<file path="src/sv/stg_fifo.sv">
// ----------------------------------------------------------------------------
// stg_fifo
// Small register queue between the phase front end and the sample pipeline.
// ----------------------------------------------------------------------------
module stg_fifo #(
  parameter int WIDTH = 49,
  parameter int DEPTH = 4
) (
  input  logic             clk,
  input  logic             rst,
  input  logic             push,
  input  logic [WIDTH-1:0] push_data,
  output logic             full,
  input  logic             pop,
  output logic             not_empty,
  output logic [WIDTH-1:0] pop_data
);

  localparam int PTR_W = (DEPTH > 1) ? $clog2(DEPTH) : 1;
  localparam int CNT_W = $clog2(DEPTH + 1);

  logic [WIDTH-1:0] mem [DEPTH];
  logic [PTR_W-1:0] wr_ptr;
  logic [PTR_W-1:0] rd_ptr;
  logic [CNT_W-1:0] count;
  logic             do_push;
  logic             do_pop;

  assign full      = (count == CNT_W'(DEPTH));
  assign not_empty = (count != '0);
  assign do_push   = push && !full;
  assign do_pop    = pop && not_empty;
  assign pop_data  = mem[rd_ptr];

  always_ff @(posedge clk) begin
    if (do_push) begin
      mem[wr_ptr] <= push_data;
    end
  end

  always_ff @(posedge clk) begin
    if (rst) begin
      wr_ptr <= '0;
      rd_ptr <= '0;
      count  <= '0;
    end else begin
      if (do_push) begin
        wr_ptr <= (wr_ptr == PTR_W'(DEPTH - 1)) ? '0 : wr_ptr + PTR_W'(1);
      end
      if (do_pop) begin
        rd_ptr <= (rd_ptr == PTR_W'(DEPTH - 1)) ? '0 : rd_ptr + PTR_W'(1);
      end
      if (do_push && !do_pop) begin
        count <= count + CNT_W'(1);
      end else if (do_pop && !do_push) begin
        count <= count - CNT_W'(1);
      end
    end
  end

endmodule

</file>
<file path="config.mk">
export PLATFORM = sky130hd
export DESIGN_NAME = stg_fifo
export DESIGN_NICKNAME = d
export VERILOG_FILES = /design/src/sv/stg_fifo.sv
export SDC_FILE = /design/constraint.sdc
export NUM_CORES = 1
export LEC_CHECK = 0
export ABC_AREA = 0
export BUFFER_PORTS_ARGS = -buffer_cell sky130_fd_sc_hd__buf_4
export CAP_MARGIN = 20
export CELL_PAD_IN_SITES_DETAIL_PLACEMENT = 1
export CELL_PAD_IN_SITES_GLOBAL_PLACEMENT = 2
export CORE_MARGIN = 10
export CORE_UTILIZATION = 44
export DETAILED_ROUTE_END_ITERATION = 8
export MAX_ROUTING_LAYER = met4
export PLACE_DENSITY = 0.8
export RECOVER_POWER = 100
export SLEW_MARGIN = 20
export SYNTH_ARGS = -nofsm -noshare
export SYNTH_HDL_FRONTEND = slang
export SYNTH_SLANG_ARGS = --single-unit
</file>
<file path="constraint.sdc">
create_clock -name clk -period 2.6 [get_ports clk]
set_clock_uncertainty 0.05 [all_clocks]
set_input_delay 0.26 -clock clk [delete_from_list [all_inputs] [get_ports clk]]
set_output_delay 0.26 -clock clk [all_outputs]
set_load 0.01 [all_outputs]
</file>
[Yosys cells after proc, flatten, opt, wreduce, memory -nomap -nowiden]
Memory sizes are Yosys's and may differ from the RTL's. A register that Yosys moved wholly into a read port is not among the register bits.
Cells that the tools add are included.
Operators by class
  $add $sub $neg: 4
  multipliers: 0
  div/mod/pow operators: 0
  magnitude comparators: 0
  equal/unequal tests: 3
  shift-type cells: 0
  multiplexer cells: 8
  bitwise gates (word level): 0
  reductions and logical operators: 9
Operators with widths (number)
  $mux W2: 4
  $mux W3: 2
  $add A2 B1 Y2 const B: 2
  $eq A2 B2 Y1 const B: 2
  $logic_and A1 B1 Y1: 4
  $add A3 B1 Y3 const B: 1
  $eq A3 B3 Y1 const B: 1
  $logic_not A1 Y1: 3
  $reduce_bool A3 Y1: 1
  $sub A3 B1 Y3 const B: 1
  $mux W1: 2
  $reduce_bool A2 Y1: 1
Word-level totals
  flip-flop bits (word level): 7
  latch bits: 0
  memory bits (writable): 196
  bits in read-only memories: 0
  logic and storage cells: 28
  memories: 1
Memory list
  mem: words 4, width 49, rd ports 1, clocked after Yosys merged registers in 1, wr ports 1, RTL line 22  | logic [WIDTH-1:0] mem [DEPTH];

[Logic depth before layout (Yosys ltp)]
  depth after elaboration: 7
  gate-level depth with buffers: 10

[Least setup slack after synthesis]
OpenSTA, ideal clock, no wires.
  path kind: register to register
  start point: reg count[0]
  end point: mem mem[0][0] (enable)
  setup time: 0.412 ns
  arrival: 1.885 ns
  data required time: 2.138 ns
  setup slack: 0.253 ns
  stages on the path, launching flop included: 4
  path buffers: 1
  clock period less this slack: 2.347 ns
  cell sequence: dfxtp_1 -> or3b_1 -> buf_2 -> and3_1
On the way
  longest elaborated chain between the ends: 5
Ends and longest elaborated chain
  from (decl): RTL line 25  | logic [CNT_W-1:0] count;
  from (signal assigned): RTL line 54  | count <= count + CNT_W'(1);
  from (signal assigned): RTL line 56  | count <= count - CNT_W'(1);
  $eq A3 B3 Y1: RTL line 29  | assign full = (count == CNT_W'(DEPTH));
  $logic_not A1 Y1: RTL line 31  | assign do_push = push && !full;
  $logic_and A1 B1 Y1: RTL line 31
  $mux W1: RTL line 36  | if (do_push) begin
  $mux W1 (not written as such): RTL line 37  | mem[wr_ptr] <= push_data;
  to (decl): RTL line 22
Every way passes these cells.

==> results.py <==
metrics = {
    "setup_path": {
        "crit_arrival_ps": 2140,
        "slowest_delay_ps": 610,
        "crit_path_end_kind": "output pin",
        "path_class": "register to output pin",
        "crit_path_start_kind": "register",
        "crit_fanout": 22,
        "path_cells": "clkbuf_4, mux4_1, clkbuf_2",
        "cp_slowest_cell": "dfxtp_2",
        "worst-path-buf-inv": 2,
        "path_delay_family": "buffers and inverters",
        "cp.required_ps": 2290,
    },
    "clock_network": {
        "tritoncts": "built",
        "cts_resized": 0,
        "cts_sinks": 205,
        "cts-buffers-inserted": 21,
        "path_clk_slew_ps": 60,
        "clockRootBuffer": "clkbuf_16",
        "clk_latency_ps": 480,
        "htreeDepth": 1,
        "cts.path.max_buffers": 3,
    },
    "global_route": {
        "grt_pass1_vias": 4318,
        "grt_max_degree": 50,
        "grt_pass1_wl_um": 25100,
        "grt_overflow": 0,
        "antenna_found_initial": 0,
        "track_usage_pct": 14.8,
    },
    "floorplan": {
        "ios": 104,
        "dieArea_um2": 22800,
        "die_w_um": 151,
        "rows": 47,
        "core-area_um2": 16700,
        "start_util_pct": 45.3,
        "die_h_um": 151,
    },
    "timing": {
        "worst_pin_slew_ps": 929,
        "rsz0062_at_grt": "no",
        "whs_ps": 50.8,
        "period_share_pct": 94.3,
        "setup-violations-final": 0,
        "setup_ws_ps": 147,
        "fin_setup_tns_ps": 0,
        "maxSlewHeadroom_pct": 38.1,
        "drv_slew": 0,
        "max_freq_ghz": 0.408,
        "layout_min_cycle_time_ps": 2450,
        "finalHoldViolations": 0,
    },
    "layout": {
        "fin_cells": 711,
        "final_util_pct": 56.6,
        "layout_commonest_cell": "edfxtp_1",
        "insertedDiodeCount": 0,
        "synthToLayoutAreaGrowth_pct": 25.0,
        "stdcell_area_um2": 9450,
        "fin_nets": 539,
        "final_cell_mix": "196 x edfxtp_1, 95 x clkbuf_1, 50 x dlygate4sd3_1",
        "drive_gt1_share_pct": 20.6,
    },
    "power_and_ir_drop": {
        "power.density_nw_per_um2": 957,
        "ir_worst_vdd_mv": 0.517,
        "leakage_nw": 3.06,
        "power_mw": 9.05,
    },
    "logic_synthesis": {
        "synth_seq_cells": 205,
        "syn_inst": 306,
        "synth_flop_cell": "edfxtp_1",
        "synthesis.area_um2": 7560,
        "syn-num-nets": 366,
        "ys_warn_count": 0,
        "synth-async-reset-ratio_pct": 0,
        "yosysUniqueCellTypes": 27,
        "ys_seq_area_share_pct": 80.2,
        "avgSynthCellArea_um2": 24.7,
        "synth_edf_count": 196,
    },
    "min_path": {
        "hold_class": "input pin to register",
    },
    "detailed_routing": {
        "ant_nets": 0,
        "wl_um": 16100,
        "via_per_inst": 5.25,
        "via_count": 3736,
        "avgRoutedWirePerCell_um": 22.7,
        "drc": 0,
        "drt-pass1-iter-count": 6,
        "drtIter0Drc": 214,
    },
    "place": {
        "place_inst": 626,
        "place_ws_ps": 187,
        "port_buffers": 103,
        "hpwl_um": 9910,
        "placed_area_um2": 8680,
        "gp_congestion": 0.738,
    },
    "run": {
        "maxCapViolCount": 0,
    },
    "status": {
        "status": "finished clean",
    },
}
## kinds of logic after synthesis
kind of cell | synth area share, %
AOI/OAI and AO/OA | 0.595
and+or+nand+nor | 1.14
adders and majority gates | 1.26
xor gates and xnor gates | 0.232
DFF | 80.2
muxes | 15.0
buffers and inverters | 1.62
## cell type report
class                   count  area (um^2)
fillers                  1489         7250
flip-flops and latches    205         6070
multi-input cells          83         1380
repair buffers            163         1000
clock buffers              23          533
well taps                 220          275
clock inverters            12          179
inverters                   5         18.8
## worst paths after layout
path / depth (start not counted) / end / startpoint / slack (ps)
setup reg to reg: 9 / count[2] / count[1] / 180
hold reg to reg: 2 / register / rd_ptr[0] / 450
hold / removal: 3 / wr_ptr[1] / push / 50
setup / recovery: 3 / pop_data[43] / register / 150
## state kept, by name, indices dropped and copies added (netlist names), named ones only
register,cells
wr_ptr,2
mem,196
count,3
rd_ptr,2
## timing repair
action / 4_1_cts / 5_1_grt
hold buffers: 50 / 0
setup buffers: 0 / 0
hold endpoints to repair: 205 / 0
## tightest hold or removal path, cell delays in order
cell	delay (ps)
buf_4	140
nand3_1	80
a21oi_1	50
## per-layer routing
metal  vias to the layer above  global-route usage, %  part of all wire [%]
met2                       103                   24.9                    52
met1                      1976                   18.3                    42
met5                         -                      -                     0
li1                       1634                      -                     -
met3                        23                   2.74                   4.7
met4                         0                   3.32                   1.4
## synthesized netlist by cell type, drive strengths merged, types with 2 or more instances
master	count	share of area, %
dfxtp	9	2.4
or3	3	0.25
nand3	2	0.13
edfxtp	196	78
xor2	2	0.23
ha	6	0.99
and3	4	0.33
buf	12	1.3
o21ai	2	0.13
a21oi	3	0.20
mux4	49	15
inv	5	0.25
mux2i	2	0.26
o31ai	2	0.26
nor2	4	0.20
## power by group
part | leakage [nW] | switching (mW) | internal (mW) | total (mW)
Clock | 0.347 | 1.15 | 1.96 | 3.11
Combinational | 0.838 | 0.949 | 0.820 | 1.77
Sequential | 1.87 | 0.170 | 4.00 | 4.17
Total | 3.06 | 2.27 | 6.78 | 9.05
Power figures use the tool's default switching activity.
