[src/sv/stg_pkg.sv]
// ----------------------------------------------------------------------------
// stg_pkg
// Shared types and constants for the swept tone generator: register
// indexes, waveform codes, the configuration bundle and scaling constants.
// ----------------------------------------------------------------------------
package stg_pkg;

  typedef enum logic [2:0] {
    CFG_WAVEFORM    = 3'd0,
    CFG_START_STEP  = 3'd1,
    CFG_SWEEP_DELTA = 3'd2,
    CFG_RUN_LENGTH  = 3'd3,
    CFG_AMPLITUDE   = 3'd4,
    CFG_BALANCE     = 3'd5,
    CFG_PEAK_LEVEL  = 3'd6
  } cfg_index_t;

  localparam logic [1:0] WAVE_SINE   = 2'd0;
  localparam logic [1:0] WAVE_SQUARE = 2'd1;
  localparam logic [1:0] WAVE_SAW    = 2'd2;

  localparam int CFG_DATA_W = 48;

  localparam logic [6:0]        AMP_MAX     = 7'd100;
  localparam logic signed [7:0] BAL_MAX     = 8'sd100;
  localparam logic signed [7:0] BAL_MIN     = -8'sd100;
  localparam logic [6:0]        GAIN_FULL   = 7'd100;
  localparam logic [14:0]       PEAK_RESET  = 15'd32767;

  // Reciprocal of 10000 for products below 2^29: q = (y * MUL) >> SHIFT.
  localparam logic [29:0] DIV10K_MUL   = 30'd879609303;
  localparam int          DIV10K_SHIFT = 43;

  typedef struct packed {
    logic [1:0]         waveform;
    logic [47:0]        start_step;
    logic signed [47:0] sweep_delta;
    logic [31:0]        run_length;
    logic [6:0]         amp_pct;
    logic signed [7:0]  balance;
    logic [14:0]        peak_level;
  } cfg_t;

endpackage

[src/sv/stg_front.sv]
// ----------------------------------------------------------------------------
// stg_front
// Accepts tick requests, runs the phase accumulator, the linear sweep of the
// phase step and the run counter, and queues the phase of each sample.
// ----------------------------------------------------------------------------
module stg_front #(
  parameter int PHASE_BITS = 48
) (
  input  logic                  clk,
  input  logic                  rst,
  input  stg_pkg::cfg_t         cfg,
  input  logic                  in_valid,
  output logic                  in_ready,
  input  logic                  restart,
  output logic                  push,
  output logic [PHASE_BITS-1:0] push_phase,
  output logic                  push_run_end,
  input  logic                  queue_full
);

  import stg_pkg::*;

  logic [PHASE_BITS-1:0] phase_acc;
  logic [47:0]           sweep_offset;
  logic [31:0]           sample_index;

  logic [PHASE_BITS-1:0] cur_phase;
  logic [47:0]           cur_offset;
  logic [31:0]           cur_index;
  logic [47:0]           step_sum;
  logic [PHASE_BITS-1:0] step;
  logic                  run_done;

  assign in_ready = !queue_full;
  assign push     = in_valid && in_ready;

  // A restart clears the run state before this sample is produced.
  assign cur_phase  = restart ? '0 : phase_acc;
  assign cur_offset = restart ? '0 : sweep_offset;
  assign cur_index  = restart ? '0 : sample_index;

  assign step_sum = cfg.start_step + cur_offset;
  assign step     = step_sum[47 -: PHASE_BITS];
  assign run_done = ({1'b0, cur_index} + 33'd1) >= {1'b0, cfg.run_length};

  assign push_phase   = cur_phase;
  assign push_run_end = run_done;

  always_ff @(posedge clk) begin
    if (rst) begin
      phase_acc    <= '0;
      sweep_offset <= '0;
      sample_index <= '0;
    end else if (push) begin
      if (run_done) begin
        phase_acc    <= '0;
        sweep_offset <= '0;
        sample_index <= '0;
      end else begin
        phase_acc    <= cur_phase + step;
        sweep_offset <= cur_offset + cfg.sweep_delta;
        sample_index <= cur_index + 32'd1;
      end
    end
  end

endmodule

[config.mk]
export PLATFORM = sky130hd
export DESIGN_NAME = stg_front
export DESIGN_NICKNAME = d
export VERILOG_FILES = /design/src/sv/stg_pkg.sv /design/src/sv/stg_front.sv
export SDC_FILE = /design/constraint.sdc
export NUM_CORES = 1
export LEC_CHECK = 0
export BUFFER_PORTS_ARGS = -buffer_cell sky130_fd_sc_hd__buf_2
export CELL_PAD_IN_SITES_DETAIL_PLACEMENT = 1
export CELL_PAD_IN_SITES_GLOBAL_PLACEMENT = 1
export CORE_MARGIN = 5
export CORE_UTILIZATION = 46
export CTS_CLUSTER_DIAMETER = 30
export DETAILED_ROUTE_END_ITERATION = 8
export GPL_TIMING_DRIVEN = 1
export MAX_ROUTING_LAYER = met4
export PLACE_DENSITY = 0.86
export SLEW_MARGIN = 5
export SYNTH_ARGS = -nofsm -noshare
export SYNTH_HDL_FRONTEND = slang
export SYNTH_SLANG_ARGS = --single-unit
[constraint.sdc]
create_clock -name clk -period 11 [get_ports clk]
set_clock_uncertainty 0.2 [all_clocks]
set_input_delay 1.65 -clock clk [delete_from_list [all_inputs] [get_ports clk]]
set_output_delay 1.65 -clock clk [all_outputs]
set_load 0.01 [all_outputs]
After elaboration in Yosys (flattened, before gate mapping)
Cells that the tools add are included.

Logic and storage cells: 17. Output and inout port bits: 51. Input port bits: 165. Bits in registers: 128.

Reduce and logical (&&, ||, !) cells: 2. Muxes and demuxes: 6. Add/sub/neg operators: 5. Order comparisons: 1.

Operators by type and width (count): 48-bit 2-to-1 mux (4); 48-bit adder (3); 32-bit 2-to-1 mux (2); 32-bit by 1-bit adder with 33-bit output (second input constant) (1); 33-bit by 32-bit greater-or-equal comparator with 1-bit output (1); 32-bit by 1-bit adder with 32-bit output (second input constant) (1); 1-bit logical AND (1); 1-bit logical NOT (1).

Depth between registers and ports, before layout
Gate-level depths: netlist of the first run.

Depth after elaboration: 4. Depth in mapped cells: 25. Mapped depth without buffers: 20.

Worst setup path after synthesis of the first run
No wires, ideal clock.

Kind: in2out. From: in restart. To: out push_run_end. Setup slack: 4.101 ns. Buffers on the path: 4. Stages on the path: 20. Arrival time: 5.049 ns. Required time: 9.150 ns. Cells stage by stage: buf_6 clkbuf_1 clkbuf_1 nor2b_1 ha_1 nand3_1 nor4_1 nand3_1 nor2_2 nand3_1 or3_1 a21oi_1 ha_1 a21o_1 a21oi_1 o21ai_0 a41oi_1 and3_1 buf_2 inv_2.

Cells in the longest elaborated chain, start to end: 3.

Ends and longest elaborated chain: from (decl) (RTL line stg_front.sv:14) `input logic restart,`; 32-bit 2-to-1 mux (RTL line stg_front.sv:40) `assign cur_index = restart ? '0 : sample_index;`; 32-bit by 1-bit adder with 33-bit output (RTL line stg_front.sv:44) `assign run_done = ({1'b0, cur_index} + 33'd1) >= {1'b0, cfg.run_length};`; 33-bit by 32-bit greater-or-equal comparator with 1-bit output (RTL line stg_front.sv:44); to (decl) (RTL line stg_front.sv:17) `output logic push_run_end,`.

Every way passes these cells.

Worst setup path after layout of the first run
Same ends and word-level chain as after synthesis.

==> results.md, run 1 <==
- Status: complete, no violations
- Synth top cells by count: a21oi_1 (163), nand2_1 (155), dfxtp_1 (128), ha_1 (126), nor2b_1 (116)
- DRT Wirelength: 40200 microns
- DR WL met2: 20000 microns
- Post-CTS sizing: 0
- Yosys top cell area share: 0.204
- Most common cell on crit path: nand3_1
- Cell Area, Synth: 12600 sq um
- Net Sw Power: 0.503 mW
- RSZ-0062 raised after global routing: false
- HPWL after DPL: 30400 microns
- Root Driver: clkbuf_16
- Port bufs: 183
- Slowest Stage Delay on Critical Path: 0.51 ns
- Initial Util: 0.466
- Pint: 1.01 mW
- Capture point of the worst reg-to-reg path: sweep_offset[47]$_SDFFE_PP0P_
- Worst R2R Setup Slack: 5.06 ns
- CP bufs+invs: 3
- Fin cells: 2091
- Final worst slack: 3.46 ns
- First-pass GRT wire length: 65800 microns
- WL/cell: 19.2 microns
- Area Overhead vs Synth: 13.5%
- # clock sinks: 128
- CTS Hold Bufs: 0
- EDFF count, synth: 0
- Gr usage total: 0.266
- Fmax: 133 MHz
- CTS Buf Count: 17
- Mean post-synth cell area: 7.83 sq um
- XOR/XNOR share of the synthesized area: 0.0746
- CTS tree: built
- Hold depth: 2
- Combinational Power Share: 0.285
- Least-Margin Pin Slew: 1.04 ns
- Slowest CP cell: nor4_1
- VDD IR-drop max: 0.000107 V
- Synth top area cells: dfxtp_1 (20%), ha_1 (13%), fa_1 (7.8%)
- Number of nets in the layout: 2077
- Area share of and/or/nand/nor cells after synthesis: 0.230
- Layout cells sized above 1: 0.140
- Final Total Pwr: 1.51 mW
- Crit Path Category: in2out
- RR Startpoint: sample_index[0]$_SDFFE_PP0P_
- Final worst-path cycle share: 0.686
- Initial antenna violation count: 0
- Setup Viol. Count Final: 0
- Hold Crit Start: sweep_offset[42]$_SDFFE_PP0P_
- Row Count: 60
- Hold-critical path endpoint: sweep_offset[42]$_SDFFE_PP0P_
- Seq cells post-synth: 128
- Worst-path cell chain: buf_4 -> nor2b_1 -> ha_1 -> nand3_1 -> nor4_1 -> nand3_1 -> nor2_2 -> nand3_1 -> or3_1 -> a21oi_1 -> ha_1 -> a21o_1 -> a21oi_1 -> o21ai_0 -> a41oi_1 -> and3_2 -> inv_2 -> buf_2
- DR iter-0 viols: 680
- Mapped Cells: 1604
- Largest net degree at the start of global routing: 89
- Crit start category: input pin
- Antenna Nets Post-Route: 0
- Io pins: 216
- Ant diodes: 0
- Crit-path leading delay family: simple AND/OR/NAND/NOR gates
- Avg Vias per Cell: 5.90
- Clock Tree Buf Depth: 2
- Largest area contributor in the netlist: dfxtp_1
- Clock latency on the worst-skew pair: 0.43 ns
- CP arrival: 5.69 ns
- Die Area: 30700 sq um
- Largest family of logic cells by synthesized area: compound AO/OA/AOI/OAI gates
- Vias: 12300
- WL met1: 17900 microns
- Seq/Total Area, Yosys: 0.204
- DIE WIDTH: 175 microns
- Die Y: 175 microns
- Placed Cells: 2059
- Max Cap Viol: 0
- Adder-cell share of the synthesized area: 0.204
- Core Region: 27000 sq um
- Max layer used: met4
- Pre-CTS setup slack: 3.51 ns
- Clock share of power: 0.382
- CTS H-tree depth: 4
- Ys async rst share: 0
- Final hold slack: 0.240 ns
- Final max-slew violation count: 0
- Most common cell in the netlist: a21oi_1
- P_leak: 6.77 nW
- Yosys warns: 0
- Worst R2R Path Depth: 19
- Sw frac: 0.333
- Metal3 WL: 1650 microns
- Post-CTS Setup Bufs: 0
- Vias in the first global route: 13100
- Post-detailed-route DRC marker count: 0
- Compound-Gate Fraction of Synth Area: 0.237
- Multiplexer area fraction after synthesis: 0.00558
- Worst EP required: 9.15 ns
- Fin Setup TNS: 0 ns
- Final Critical Period: 7.54 ns
- Hold Crit Class: reg2reg
- Final Hold Vio Count: 0
- Critical Path Fanout Max: 61
- Cell variety after synth: 75
- Ys flop type: dfxtp_1
- CTS clock-pin slew for the worst setup and hold paths: 0.06 ns
- Worst Setup End Kind: output port
- Gp weighted congestion: 0.926
- Global route overflow: 0
- Seq pwr share: 0.332
- Drt pass-1 iters: 5
- Worst rel slew slack: 0.305
- Syn nets: 1944
- PwrDens: 106 nW/um^2
power groups by stage:
stage / Sequential, mW / Combinational, mW / Clock [mW]
6_report: 0.502 / 0.431 / 0.577
2_1_floorplan: 0.507 / 0.300 / 0
5_1_grt: 0.504 / 0.478 / 0.605
3_3_place_gp: 0.510 / 0.406 / 0
4_1_cts: 0.501 / 0.429 / 0.585
3_5_place_dp: 0.511 / 0.422 / 0
how the worst max path moves through the flow:
| stage | startpoint | endpoint | slack [ns] | depth (start not counted) |
|---|---|---|---|---|
| 4_1_cts | restart | push_run_end | 3.43 | 18 |
| 6_report | restart | push_run_end | 3.46 | 18 |
| 5_1_grt | restart | push_run_end | 3.12 | 18 |
| 2_1_floorplan | restart | push_run_end | 4.10 | 20 |
| 3_3_place_gp | restart | push_run_end | 3.63 | 18 |
| 3_5_place_dp | restart | push_run_end | 3.51 | 18 |
layout by cell type (no fill, tap or decap), types with 6 or more instances in the layout:
cell type  instances
a22o_1             6
nand2b_1          16
nor2b_1          116
o21ai_0           70
a21o_1            67
inv_1             67
nand3_1           82
o21a_1            11
and3_1            20
ha_1             126
a21oi_1          163
or3_1             11
xnor2_1           67
nand2_1          154
o21ai_1           12
buf_4              9
xor2_1            40
fa_1              49
mux2i_1            7
o21bai_1          23
dfxtp_1          128
clkbuf_16         17
buf_2            182
nor2_1           107
o211ai_1          11
a22oi_1           34
nor3_1             9
nand4_1           26
a211oi_1           9
and2_1            10
cells by family after synthesis:
family	after synthesis
AND/OR/NAND/NOR	578
flip-flops	128
multiplexers	7
AO/OA/AOI/OAI	463
XOR/XNOR	107
buffers and inverters	146
adder cells (fa/ha/maj)	175
flip-flops by register name, summed over array words and instances, names as in the netlist:
name          cells
phase_acc        48
sample_index     32
sweep_offset     48
routing by layer:
layer | vias to the layer above | GRT usage
met5 | - | -
li1 | 5948 | -
met3 | 47 | 0.0306
met4 | 0 | 0.0664
met1 | 6045 | 0.329
met2 | 289 | 0.464
worst min-delay path, delay by kind of cell, from the launching register on:
family | cells | cell delay (ns)
flops | 1 | 0.30
compound gates | 1 | 0.05
simple gates | 1 | 0.05
cell type report:
cell class / instances / area, sq um
Fill cell: 3384 / 12700
Multi-Input combinational cell: 1330 / 9450
Sequential cell: 128 / 2560
Timing Repair Buffer: 191 / 978
Clock buffer: 21 / 460
Tap cell: 341 / 427
Inverter: 69 / 259
Clock inverter: 11 / 130
through the flow:
stage	util	area (sq um)
detailed placement	0.507	13700
CTS	0.529	14300
global route	0.529	14300
global placement	0.507	13700
finish	0.529	14300
floorplan	-	12600
(Power assumes the default switching activity.)
==> inputs of run 2 (changes only) <==
--- a/config.mk
+++ b/config.mk
@@ -9,12 +9,12 @@
 export CELL_PAD_IN_SITES_DETAIL_PLACEMENT = 1
 export CELL_PAD_IN_SITES_GLOBAL_PLACEMENT = 1
 export CORE_MARGIN = 5
-export CORE_UTILIZATION = 46
+export CORE_UTILIZATION = 39
 export CTS_CLUSTER_DIAMETER = 30
 export DETAILED_ROUTE_END_ITERATION = 8
 export GPL_TIMING_DRIVEN = 1
 export MAX_ROUTING_LAYER = met4
-export PLACE_DENSITY = 0.86
+export PLACE_DENSITY = 0.77
 export SLEW_MARGIN = 5
 export SYNTH_ARGS = -nofsm -noshare
 export SYNTH_HDL_FRONTEND = slang
==> constraint.sdc (replaced) <==
create_clock -name clk -period 6.1 [get_ports clk]
set_clock_uncertainty 0.2 [all_clocks]
set_input_delay 0.915 -clock clk [delete_from_list [all_inputs] [get_ports clk]]
set_output_delay 0.915 -clock clk [all_outputs]
set_load 0.01 [all_outputs]
==> run 2 against run 1 <==
First-iteration DRC count is 23% lower; die area grew 17%; clock power rose by 82%; via count shrank 2.3%; largest power group unchanged.
==> results.md, run 2 (synthesized netlist as in run 1, its figures left out) <==
- Status: complete, no violations
- Worst rel slew slack: 0.383 (+0.0779)
- Drt pass-1 iters: 5 (unchanged)
- DIE WIDTH: 189 microns (+8.1%)
- DR iter-0 viols: 523 (-23%)
- Final Hold Vio Count: 0 (unchanged)
- Post-CTS Setup Bufs: 0 (unchanged)
- Biggest registers after layout: phase_acc (48), sweep_offset (48), sample_index (32)
- Hold depth: 2 (unchanged)
- # clock sinks: 128 (unchanged)
- Worst Setup End Kind: output port
- Largest net degree at the start of global routing: 76 (-15%)
- Initial Util: 0.396 (-0.0701)
- Max Cap Viol: 0 (unchanged)
- Fmax: 176 MHz
- Setup Viol. Count Final: 0 (unchanged)
- Die Y: 189 microns (+8.1%)
- Global route overflow: 0 (unchanged)
- Slowest Stage Delay on Critical Path: 0.35 ns (-0.16 ns)
- Crit start category: input pin
- Pre-CTS setup slack: 0.243 ns (-3.27 ns)
- CTS H-tree depth: 4 (unchanged)
- VDD IR-drop max: 0.000180 V (+68%)
- Critical Path Fanout Max: 10 (-84%)
- Layout fillers: 3979 (+18%)
- Vias: 12000 (-2.3%)
- Area Overhead vs Synth: 15.0%
- CP arrival: 4.58 ns (-1.11 ns)
- Initial antenna violation count: 0 (unchanged)
- HPWL after DPL: 30300 microns (-0.15%)
- RSZ-0062 raised after global routing: false
- Clock latency on the worst-skew pair: 0.43 ns (about the same)
- Fin Setup TNS: 0 ns (unchanged)
- WL/cell: 18.3 microns (-4.9%)
- CTS tree: built
- Most common cell on crit path: nand3_1
- Final Critical Period: 5.69 ns
- Port bufs: 183 (unchanged)
- Final worst slack: 0.408 ns (-3.05 ns)
- Root Driver: clkbuf_16
- PwrDens: 188 nW/um^2 (+78%)
- Gr usage total: 0.223 (-0.0432)
- Worst-path cell chain: buf_4 -> nor2b_1 -> ha_1 -> nand3_1 -> nor4_4 -> nand3_1 -> nor2_2 -> nand3_1 -> or3_1 -> a21oi_1 -> ha_1 -> a21o_1 -> a21oi_1 -> o21ai_0 -> a41oi_1 -> and3_2 -> inv_2 -> buf_2
- P_leak: 6.84 nW (+0.99%)
- Number of nets in the layout: 2088 (+0.53%)
- Commonest cells after routing, fill and taps aside: buf_2 (182), a21oi_1 (163), nand2_1 (154)
- GR peak layer: met2
- CTS Buf Count: 17 (unchanged)
- Die Area: 35900 sq um (+17%)
- Met3 usage: 0.0223 (-0.00826)
- Io pins: 216 (unchanged)
- CTS Hold Bufs: 0 (unchanged)
- Clock Tree Buf Depth: 2 (unchanged)
- Gp weighted congestion: 0.925 (-0.18%)
- Worst R2R Path Depth: 20 (+1)
- Hold Crit Start: phase_acc[45]$_SDFFE_PP0P_
- Met1 Usage GRT: 0.292 (-0.0374)
- Post-detailed-route DRC marker count: 0 (unchanged)
- Hold-critical path endpoint: phase_acc[45]$_SDFFE_PP0P_
- RR Startpoint: sample_index[0]$_SDFFE_PP0P_
- Ant diodes: 0 (unchanged)
- Core Region: 31700 sq um (+18%)
- Worst EP required: 4.98 ns (-4.17 ns)
- Final worst-path cycle share: 0.933
- Commonest non-fill, non-tap cell in the layout: buf_2
- Least-Margin Pin Slew: 0.925 ns (-0.117 ns)
- Slowest CP cell: or3_1
- Worst R2R Setup Slack: 1.13 ns (-3.93 ns)
- Final max-slew violation count: 0 (unchanged)
- Vias in the first global route: 12700 (-3.2%)
- Capture point of the worst reg-to-reg path: sweep_offset[44]$_SDFFE_PP0P_
- CTS clock-pin slew for the worst setup and hold paths: 0.06 ns (about the same)
- Met2 GRT Util: 0.376 (-0.0885)
- Antenna Nets Post-Route: 0 (unchanged)
- Hold Crit Class: reg2reg
- Avg Vias per Cell: 5.57 (-5.5%)
- Layout cells sized above 1: 0.147 (+0.00651)
- First-pass GRT wire length: 64300 microns (-2.3%)
- Crit Path Category: in2out
- Row Count: 65 (+8.3%)
- DRT Wirelength: 39600 microns (-1.6%)
==> run 2: cell count changes in the layout (fill, tap and decap cells not counted), sizes merged <==
cell,before,now
clkbuf,21,18
buf,191,202
inv,72,73
clkinv,2,3
clkinvlp,4,5
==> run 2: where the power goes <==
group | internal [mW] | switching, mW
clock network | 0.607 | 0.439
logic | 0.309 | 0.460
registers | 0.882 | 0.0214
==> run 2: how the worst max path moves through the flow <==
stage | cells past startpoint | slack (ns) | to | startpoint
3_3_place_gp | 18 | 0.32 | push_run_end | restart
4_1_cts | 18 | 0.16 | push_run_end | restart
6_report | 18 | 0.41 | push_run_end | restart
5_1_grt | 18 | 0.03 | push_run_end | restart
2_1_floorplan | 20 | 0.67 | push_run_end | restart
3_5_place_dp | 18 | 0.24 | push_run_end | restart
==> run 2: critical path: cells and delay by family <==
kind / cells / cell delay, ns
AOI/OAI and AO/OA: 5 / 0.86
adders and majority gates: 2 / 0.53
buffers and inverters: 3 / 0.35
and+or+nand+nor: 8 / 1.90
==> run 2: per-layer routing <==
metal	share of wire	wire length, microns	up-vias
met4	0.015	575	0
met1	0.47	18400	5800
li1	-	-	5969
met5	0	0	-
met2	0.48	19200	236
met3	0.035	1400	41
==> run 2: repair_timing <==
action                                 CTS  global route
endpoints found under the hold margin    0             0
setup endpoints to repair                0             1
resized for setup                        0             2
==> run 2: stage by stage <==
step / std cells / total power, mW / util / hold WS (ns) / instance area [sq um]
floorplan: 1604 / 1.46 / - / 0.217 / 12600
global placement: 2131 / 1.66 / 0.437 / 0.225 / 13800
finish: 2163 / 2.72 / 0.455 / 0.240 / 14400
detailed placement: 2131 / 1.69 / 0.437 / 0.232 / 13800
CTS: 2163 / 2.75 / 0.455 / 0.246 / 14400
global route: 2163 / 2.88 / 0.455 / 0.259 / 14400
==> run 2: final cells by class <==
class	instances	area, sq um	share of cell area
Tap cell	402	503	0.0348
Sequential cell	128	2560	0.177
Clock buffer	18	429	0.0297
Inverter	69	259	0.0179
Multi-Input combinational cell	1330	9460	0.655
Clock inverter	14	155	0.0107
Timing Repair Buffer	202	1070	0.0743
==> inputs of run 3 (changes only) <==
--- a/config.mk
+++ b/config.mk
@@ -5,11 +5,12 @@
 export SDC_FILE = /design/constraint.sdc
 export NUM_CORES = 1
 export LEC_CHECK = 0
+export ABC_AREA = 1
 export BUFFER_PORTS_ARGS = -buffer_cell sky130_fd_sc_hd__buf_2
 export CELL_PAD_IN_SITES_DETAIL_PLACEMENT = 1
 export CELL_PAD_IN_SITES_GLOBAL_PLACEMENT = 1
 export CORE_MARGIN = 5
-export CORE_UTILIZATION = 39
+export CORE_UTILIZATION = 37
 export CTS_CLUSTER_DIAMETER = 30
 export DETAILED_ROUTE_END_ITERATION = 8
 export GPL_TIMING_DRIVEN = 1
==> run 3 against run 2 <==
Cell count up 78%; combinational power up 26%; area after synthesis up 35%; wire length up 72%; maximum frequency up 2.4%; sequential share of layout area down 4.3 points; via count up 59%; design area up 32%; clock-buffer cell count down 1; largest cell class unchanged; total power up 12%.
==> results.md, run 3 <==
- Mapped Cells: 3095 (+93%)
- Initial Util: 0.374 (-0.0221)
- Most common cell in the netlist: nand2_1
- CTS tree: built
- Seq/Total Area, Yosys: 0.151 (-0.0527)
- Mean post-synth cell area: 5.47 sq um (-30%)
- Final Critical Period: 5.56 ns (-0.135 ns)
- Cell Area, Synth: 16900 sq um (+35%)
- DIE WIDTH: 224 microns (+18%)
- CTS Hold Bufs: 0 (unchanged)
- Antenna Nets Post-Route: 0 (unchanged)
- Final non-filler cell area: 19000 sq um (+32%)
- Cell variety after synth: 38 (-49%)
- Crit Path Category: in2out
- EDFF count, synth: 0 (unchanged)
- Row Count: 78 (+20%)
- Status: complete, no violations
- Post-CTS Setup Bufs: 0 (unchanged)
- Ant diodes: 0 (unchanged)
- DRT Wirelength: 67900 microns (+72%)
- Worst R2R Setup Slack: 1.37 ns (+0.24 ns)
- Post-CTS sizing: 0 (unchanged)
- Final Hold Vio Count: 0 (unchanged)
- Root Driver: clkbuf_16
- Syn nets: 3435 (+77%)
- Synth top cells by count: nand2_1 (998), inv_1 (615), nor2_1 (495), nand3_1 (197), a21oi_1 (175)
- Max Cap Viol: 0 (unchanged)
- Yosys top cell area share: 0.221 (+0.0172)
- Drt pass-1 iters: 5 (unchanged)
- Synth top area cells: nand2_1 (22%), dfxtp_1 (15%), inv_1 (14%)
- Final worst-path cycle share: 0.911 (-0.0221)
- WL/cell: 17.7 microns (-3.4%)
- Largest area contributor in the netlist: nand2_1
- Worst-path cell chain: buf_4 -> inv_2 -> nand3_1 -> nor2_2 -> nand3_2 -> nor2_1 -> nand3_1 -> xor2_1 -> inv_1 -> ha_1 -> nand2_1 -> nor2_1 -> nand3_1 -> nor2_1 -> nand2_1 -> nand3_1 -> nand2_1 -> nand2_1 -> nand2_8 -> nand2_2 -> buf_2
- Ys async rst share: 0 (unchanged)
- Worst EP required: 4.98 ns (about the same)
- Clock Tree Buf Depth: 2 (unchanged)
- Slowest Stage Delay on Critical Path: 0.38 ns (+0.03 ns)
- Final max-slew violation count: 0 (unchanged)
- Fmax: 180 MHz (+2.4%)
- Setup Viol. Count Final: 0 (unchanged)
- Fin Setup TNS: 0 ns (unchanged)
- Initial antenna violation count: 0 (unchanged)
- Crit start category: input pin
- # clock sinks: 128 (unchanged)
- Placed cell area: 18400 sq um (+33%)
- RSZ-0062 raised after global routing: false
- CTS clock-pin slew for the worst setup and hold paths: 0.06 ns (about the same)
- First-pass GRT wire length: 106000 microns (+65%)
- Gr usage total: 0.276 (+0.0536)
- Vias: 19200 (+59%)
- HPWL after DPL: 56800 microns (+87%)
- Least-Margin Pin Slew: 0.977 ns (+0.0515 ns)
- Commonest non-fill, non-tap cell in the layout: nand2_1
- Critical Path Fanout Max: 21 (+11)
- Worst Setup End Kind: output port
- Global route overflow: 0 (unchanged)
- Worst rel slew slack: 0.349 (-0.0343)
- Yosys warns: 0 (unchanged)
- CP arrival: 4.44 ns (-0.14 ns)
- Clock latency on the worst-skew pair: 0.49 ns (+0.06 ns)
- Die Area: 50200 sq um (+40%)
- VDD IR-drop max: 0.000233 V (+30%)
- Port bufs: 183 (unchanged)
- Layout fillers: 6577 (+65%)
- PwrDens: 160 nW/um^2 (-15%)
- Commonest cells after routing, fill and taps aside: nand2_1 (997), inv_1 (614), nor2_1 (495)
- Avg Vias per Cell: 5.00 (-10%)
- Core Region: 45300 sq um (+43%)
- P_leak: 10.4 nW (+52%)
- Post-detailed-route DRC marker count: 0 (unchanged)
- DR iter-0 viols: 1104 (+110%)
- Die Y: 224 microns (+18%)
- Hold Crit Class: reg2reg
- Area Overhead vs Synth: 12.2%
- CTS Buf Count: 17 (unchanged)
- Largest net degree at the start of global routing: 93 (+22%)
- Io pins: 216 (unchanged)
- Layout cells sized above 1: 0.0805 (-0.0660)
- Slowest CP cell: inv_2
- Number of nets in the layout: 3570 (+71%)
- Seq cells post-synth: 128 (unchanged)
- Ys flop type: dfxtp_1
- Biggest registers after layout: phase_acc (48), sweep_offset (48), sample_index (32)
- CTS H-tree depth: 4 (unchanged)
- Gp weighted congestion: 0.986 (+6.6%)
- Core Util, Final: 0.420 (-0.0357)
- Vias in the first global route: 19800 (+56%)
-- run 3: area by class of cell --
class                      count  area, sq um  area share
multi-input combinational   2267        11700       0.616
sequential                   128         2560       0.135
tap                          600          751      0.0395
timing repair buffer         196         1030      0.0542
clock inverter                15          205      0.0108
inverter                     620         2330       0.122
clock buffer                  17          425      0.0224
-- run 3: per-stage QoR --
stage | hold WS [ns] | setup slack (ns) | total power [mW] | instances
global placement | 0.252 | 0.663 | 1.85 | 3811
floorplan | 0.245 | 1.09 | 1.56 | 3095
detailed placement | 0.257 | 0.577 | 1.88 | 3811
CTS | 0.267 | 0.554 | 3.07 | 3843
finish | 0.264 | 0.543 | 3.04 | 3843
global route | 0.284 | 0.242 | 3.22 | 3843
-- run 3: kinds of logic (layout without fill, tap and decap cells) --
group,after synthesis,after routing,share of synthesized area
flops,128,128,0.151
simple gates,1825,1825,0.443
xor+xnor,68,68,0.0352
buf+inv,700,848,0.158
compound gates,199,199,0.0615
fa+ha+maj,175,175,0.151
-- run 3: routing by layer --
layer | wire length [microns] | GRT usage
met1 | 30000 | 0.338
met2 | 32200 | 0.465
met3 | 2830 | 0.0328
met4 | 2800 | 0.110
met5 | 0 | -
-- run 3: path summary, 6_finish.rpt --
check	cells past startpoint	endpoint	from
max	21	push_run_end	restart
min	2	phase_acc[2]$_SDFFE_PP0P_	phase_acc[2]$_SDFFE_PP0P_
max reg2reg	21	sample_index[4]$_SDFFE_PP0P_	sample_index[0]$_SDFFE_PP0P_
min reg2reg	2	phase_acc[2]$_SDFFE_PP0P_	phase_acc[2]$_SDFFE_PP0P_
-- run 3: worst max-delay path, delay by kind of cell --
family | cells | cell delay [ns]
adders and majority gates | 1 | 0.31
and+or+nand+nor | 15 | 2.09
xor gates and xnor gates | 1 | 0.25
buffers and inverters | 4 | 0.84
-- run 3: power breakdown --
part / switching (mW) / internal [mW] / leakage [nW]
clock: 0.484 / 0.687 / 0.306
sequential: 0.0195 / 0.879 / 1.04
combinational: 0.646 / 0.323 / 9.03
